### config.mk
export PLATFORM = sky130hd
export DESIGN_NAME = stb_ctrl
export DESIGN_NICKNAME = d
export VERILOG_FILES = /design/src/rtl/stb_pkg.sv /design/src/rtl/stb_ctrl.sv
export SDC_FILE = /design/constraint.sdc
export NUM_CORES = 1
export LEC_CHECK = 0
export BUFFER_PORTS_ARGS = -buffer_cell sky130_fd_sc_hd__buf_2
export CELL_PAD_IN_SITES_DETAIL_PLACEMENT = 1
export CELL_PAD_IN_SITES_GLOBAL_PLACEMENT = 1
export CORE_AREA = 2 2 39 41
export DETAILED_ROUTE_END_ITERATION = 6
export DIE_AREA = 0 0 41 43
export HOLD_SLACK_MARGIN = 0.06
export PLACE_DENSITY = 0.63
export SETUP_SLACK_MARGIN = 0.1
export SYNTH_ARGS = -nofsm -noshare
export SYNTH_HDL_FRONTEND = slang
export SYNTH_SLANG_ARGS = --single-unit
### constraint.sdc
create_clock -name clk -period 1.4 [get_ports clk]
set_clock_uncertainty 0.05 [all_clocks]
set_input_delay 0.14 -clock clk [delete_from_list [all_inputs] [get_ports clk]]
set_output_delay 0.14 -clock clk [all_outputs]
set_load 0.05 [all_outputs]
### src/rtl/stb_pkg.sv
package stb_pkg;

  localparam int STB_NUM_TIMERS = 8;
  localparam int CNT_W = 16;
  localparam int IDX_W = 3;
  localparam int MASK_W = 8;

  typedef logic [2:0] req_t;

  localparam req_t REQ_TICK   = 3'd0;
  localparam req_t REQ_START  = 3'd1;
  localparam req_t REQ_STOP   = 3'd2;
  localparam req_t REQ_RELOAD = 3'd3;
  localparam req_t REQ_SET    = 3'd4;

  typedef struct packed {
    logic in_ready;
    logic ptr_clr;
    logic en_wr;
    logic set_wr;
    logic rld_rd;
    logic rld_wr;
    logic tick_rd;
    logic cnt_rd;
    logic out_load;
  } ctrl_t;

  typedef struct packed {
    logic in_valid;
    req_t req;
    logic sweep_last;
    logic out_free;
  } stat_t;

endpackage

### src/rtl/stb_ctrl.sv
module stb_ctrl
  import stb_pkg::*;
(
  input  logic  clk,
  input  logic  rst_n,
  input  stat_t stat,
  output ctrl_t ctl
);

  localparam logic [2:0] S_IDLE  = 3'd0;
  localparam logic [2:0] S_CMD   = 3'd1;
  localparam logic [2:0] S_RLD   = 3'd2;
  localparam logic [2:0] S_TICK  = 3'd3;
  localparam logic [2:0] S_DRAIN = 3'd4;
  localparam logic [2:0] S_RD    = 3'd5;
  localparam logic [2:0] S_OUT   = 3'd6;

  logic [2:0] state_r;
  logic [2:0] state_nxt;

  always_comb begin
    ctl = '0;
    state_nxt = state_r;
    unique case (state_r)
      S_IDLE: begin
        ctl.in_ready = 1'b1;
        if (stat.in_valid) begin
          state_nxt = S_CMD;
        end
      end
      S_CMD: begin
        unique case (stat.req) inside
          REQ_TICK: begin
            ctl.ptr_clr = 1'b1;
            state_nxt = S_TICK;
          end
          REQ_START, REQ_STOP: begin
            ctl.en_wr = 1'b1;
            state_nxt = S_RD;
          end
          REQ_RELOAD: begin
            ctl.rld_rd = 1'b1;
            state_nxt = S_RLD;
          end
          REQ_SET: begin
            ctl.set_wr = 1'b1;
            state_nxt = S_RD;
          end
          default: begin
            state_nxt = S_RD;
          end
        endcase
      end
      S_RLD: begin
        ctl.rld_wr = 1'b1;
        state_nxt = S_RD;
      end
      S_TICK: begin
        ctl.tick_rd = 1'b1;
        if (stat.sweep_last) begin
          state_nxt = S_DRAIN;
        end
      end
      S_DRAIN: begin
        state_nxt = S_RD;
      end
      S_RD: begin
        ctl.cnt_rd = 1'b1;
        state_nxt = S_OUT;
      end
      S_OUT: begin
        if (stat.out_free) begin
          ctl.out_load = 1'b1;
          state_nxt = S_IDLE;
        end
      end
      default: begin
        state_nxt = S_IDLE;
      end
    endcase
  end

  always_ff @(posedge clk) begin
    if (!rst_n) begin
      state_r <= S_IDLE;
    end else begin
      state_r <= state_nxt;
    end
  end

`ifndef NO_ASSERTIONS
  a_accept_dispatch: assert property (@(posedge clk) disable iff (!rst_n)
    (ctl.in_ready && stat.in_valid) |=> (state_r == S_CMD))
    else $error("accepted request was not dispatched");

  a_sweep_end: assert property (@(posedge clk) disable iff (!rst_n)
    (state_r == S_TICK && stat.sweep_last) |=> (state_r == S_DRAIN))
    else $error("tick sweep did not end after the last timer");

  a_report_done: assert property (@(posedge clk) disable iff (!rst_n)
    ctl.out_load |=> (state_r == S_IDLE && ctl.in_ready))
    else $error("block not ready after the report was loaded");
`endif

endmodule

==> metrics.md <==
| Metric | Value |
|---|---|
| CTS sink cnt | 3 |
| Critical path type | reg -> out |
| Clk Latency, worst-skew pair | 240 ps |
| Critical-path cell list | nor2_4 > nand3_4 > nor3_4 > buf_6 |
| Cells after synthesis | 40 |
| Final WS setup | 41.3 ps |
| Slew Viols, Final | 0 |
| Reg2reg setup slack | 160 ps |
| Die ar. | 1760 um^2 |
| Worst Hold Slack | 124 ps |
| Hold_buf cts | 0 |
| Core ar. | 1380 um^2 |
| Clock network power share | 24.5% |
| Worst EP required | 1210 ps |
| Drt total wl | 1050 um |
| Synth Cell Area | 285 um^2 |
| Final period utilization | 97.0% |
| Least-Margin Pin Slew | 309 ps |
| Vias per cell | 4.85 |
| Final setup violation count | 0 |
| Register bit total from synthesis | 3 |
| Seq pwr share | 19.9% |
| Die W | 41 um |
| HP Class | in -> reg |
| Vias in the first global route | 416 |
| Placed cell area | 468 um^2 |
| DRC | 0 |
| Slowest CP cell | dfxtp_4 |
| Diode count | 0 |
| Max-cap viol count | 0 |
| Max reg flops | 3 |
| Gpl congestion | 0.689 |
| GR Overflow Total | 0 |
| I/O Pins | 17 |
| DRT antenna net count | 0 |
| Combinational Power Share | 55.6% |
| Reg clk slew, reported paths | 30 ps |
| P_int | 0.366 mW |
| Final core occ | 49.0% |
| Syn_area_per_cell | 7.13 um^2 |
| Net Sw Frac | 42.1% |
| Switching pwr | 0.266 mW |
| Deepest clock path buffer count | 2 |
| Fin nets | 74 |
| Fillers | 163 |
| Vias | 393 |
| CTS buffer count | 3 |
| Layout area overhead | 138% |
| Setup crit end kind | output pin |
| H-tree levels | 1 |
| Setup TNS | 0 ps |
| Non-Filler Instances | 81 |
| Layout Cell Area excl Fill | 678 um^2 |
| Crit start category | flip-flop |
| Largest net degree at the start of global routing | 9 |
| Site Rows | 14 |
| Leak pwr | 0.274 nW |
| Unrepaired setup endpoints after global routing | true |
| Syn_nets | 48 |
| Cell variety after synth | 25 |
| Power consumption | 0.631 mW |
| 1st-pass router iterations | 2 |
| Most flop-heavy register | state_r |
| Tmin final | 1360 ps |
| Post-synthesis sequential area ratio | 21.1% |
| Warnings from Yosys | 0 |
| TritonCTS clock tree | yes |
| Status | finished clean |
| Clk root buf | clkbuf_4 |
| Mean routed wirelength per cell | 12.9 um |
| Largest stage delay, worst path | 350 ps |
| Rel. slew slack | 79.2% |
| Final-report hold violation count | 0 |
| I/O Buffers | 16 |
| Tot GR Track Use | 13.9% |
| Peak Freq | 736 MHz |
| Largest regs | state_r (3) |
| DP Worst Slack | 107 ps |
| Maximum fanout along the worst path | 4 |
| Initial antenna violation count | 0 |
| Initial Utilization | 20.6% |
| Worst EP arrival | 1170 ps |
| Power per cell area | 931 nW/um^2 |
| Dpl hpwl | 743 um |
| Die H | 43 um |
| Worst VDD drop | 0.309 mV |
| Global-route wire length before repair | 1680 um |
| Placed cell count | 73 |
| Share of post-route cells with drive strength above 1 | 75.4% |
| Initial DRC count | 5 |
-- power groups by stage --
stage	clock [mW]	combinational (mW)	sequential, mW
after floorplan	0	0.196	0.111
after CTS	0.156	0.334	0.125
after global placement	0	0.246	0.116
final	0.155	0.351	0.126
after global routing	0.165	0.374	0.128
after detailed placement	0	0.248	0.117
-- path summary, 6_finish.rpt --
| check | from | to | depth (start not counted) |
|---|---|---|---|
| worst max-delay path | state_r[2]$_SDFFE_PN0P_ | ctl[7] | 4 |
| worst min-delay path | rst_n | state_r[2]$_SDFFE_PN0P_ | 2 |
| worst max register to register | state_r[2]$_SDFFE_PN0P_ | state_r[0]$_SDFFE_PN0P_ | 3 |
| worst min register to register | state_r[1]$_SDFFE_PN0P_ | state_r[2]$_SDFFE_PN0P_ | 1 |
-- worst max-delay path: cells and delay by family (launching register included) --
family,cells,cell delay [ps]
buffers and inverters,1,180
and+or+nand+nor,3,400
DFF,1,350
-- layer usage --
layer | GRT usage, % | share of wire, % | vias up
met5 | 0 | 0 | -
met4 | 8.00 | 1.8 | 0
met3 | 0.524 | 5.6 | 4
met2 | 24.1 | 55 | 18
met1 | 15.4 | 37 | 173
li1 | - | - | 198
-- synth_stat cells (all sizes together) --
cell type	n	area, um^2
a21boi	1	7.51
a21oi	2	10.0
a31oi	1	6.26
and3	1	6.26
buf	2	16.3
clkbuf	1	3.75
dfxtp	3	60.1
inv	2	7.51
nand2	4	15.0
nand3	2	10.0
nor2	4	15.0
nor2b	1	6.26
nor3	4	20.0
nor4	1	6.26
nor4bb	2	20.0
o211ai	2	20.0
o21a	1	7.51
o21ai	2	10.0
o21bai	1	7.51
o311a	1	10.0
or4	1	11.3
xnor2	1	8.76
-- final cells by class --
class | count | area, um^2 | area share, %
tap | 16 | 20.0 | 2.95
clock buffer | 4 | 26.3 | 3.87
multi-input combinational | 32 | 330 | 48.7
timing repair buffer | 24 | 223 | 32.8
inverter | 2 | 7.51 | 1.11
sequential | 3 | 71.3 | 10.5
-- cells in the final DEF, fill, tap and decap left out, drive strengths merged --
| cell | netlist | routed |
|---|---|---|
| o21a | 1 | 1 |
| nand2 | 4 | 4 |
| buf | 2 | 24 |
| a21oi | 2 | 2 |
| nor4 | 1 | 1 |
| o21ai | 2 | 2 |
| inv | 2 | 2 |
| or4 | 1 | 1 |
| nor2 | 4 | 4 |
| nand3 | 2 | 2 |
| clkbuf | 1 | 4 |
| nor2b | 1 | 1 |
| nor3 | 4 | 4 |
| o311a | 1 | 1 |
| a31oi | 1 | 1 |
| and3 | 1 | 1 |
| a21boi | 1 | 1 |
| o211ai | 2 | 2 |
| nor4bb | 2 | 2 |
| o21bai | 1 | 1 |
| xnor2 | 1 | 1 |
| dfxtp | 3 | 3 |
-- logic make-up (layout without fill, tap and decap cells) --
family                    after synthesis  after routing  synth area share [%]
and+or+nand+nor                        20             20                  38.6
AOI/OAI and AO/OA                      11             11                  27.6
buffers and inverters                   5             30                  9.65
DFF                                     3              3                  21.1
xor gates and xnor gates                1              1                  3.07
-- what timing repair did --
item                       4_1_cts  5_1_grt
buffers inserted                 4        0
pin swaps                        3        5
resized for setup               34       10
hold endpoints to repair         0        0
setup endpoints to repair        9       10
No activity file was read; power rests on OpenSTA's default activity.
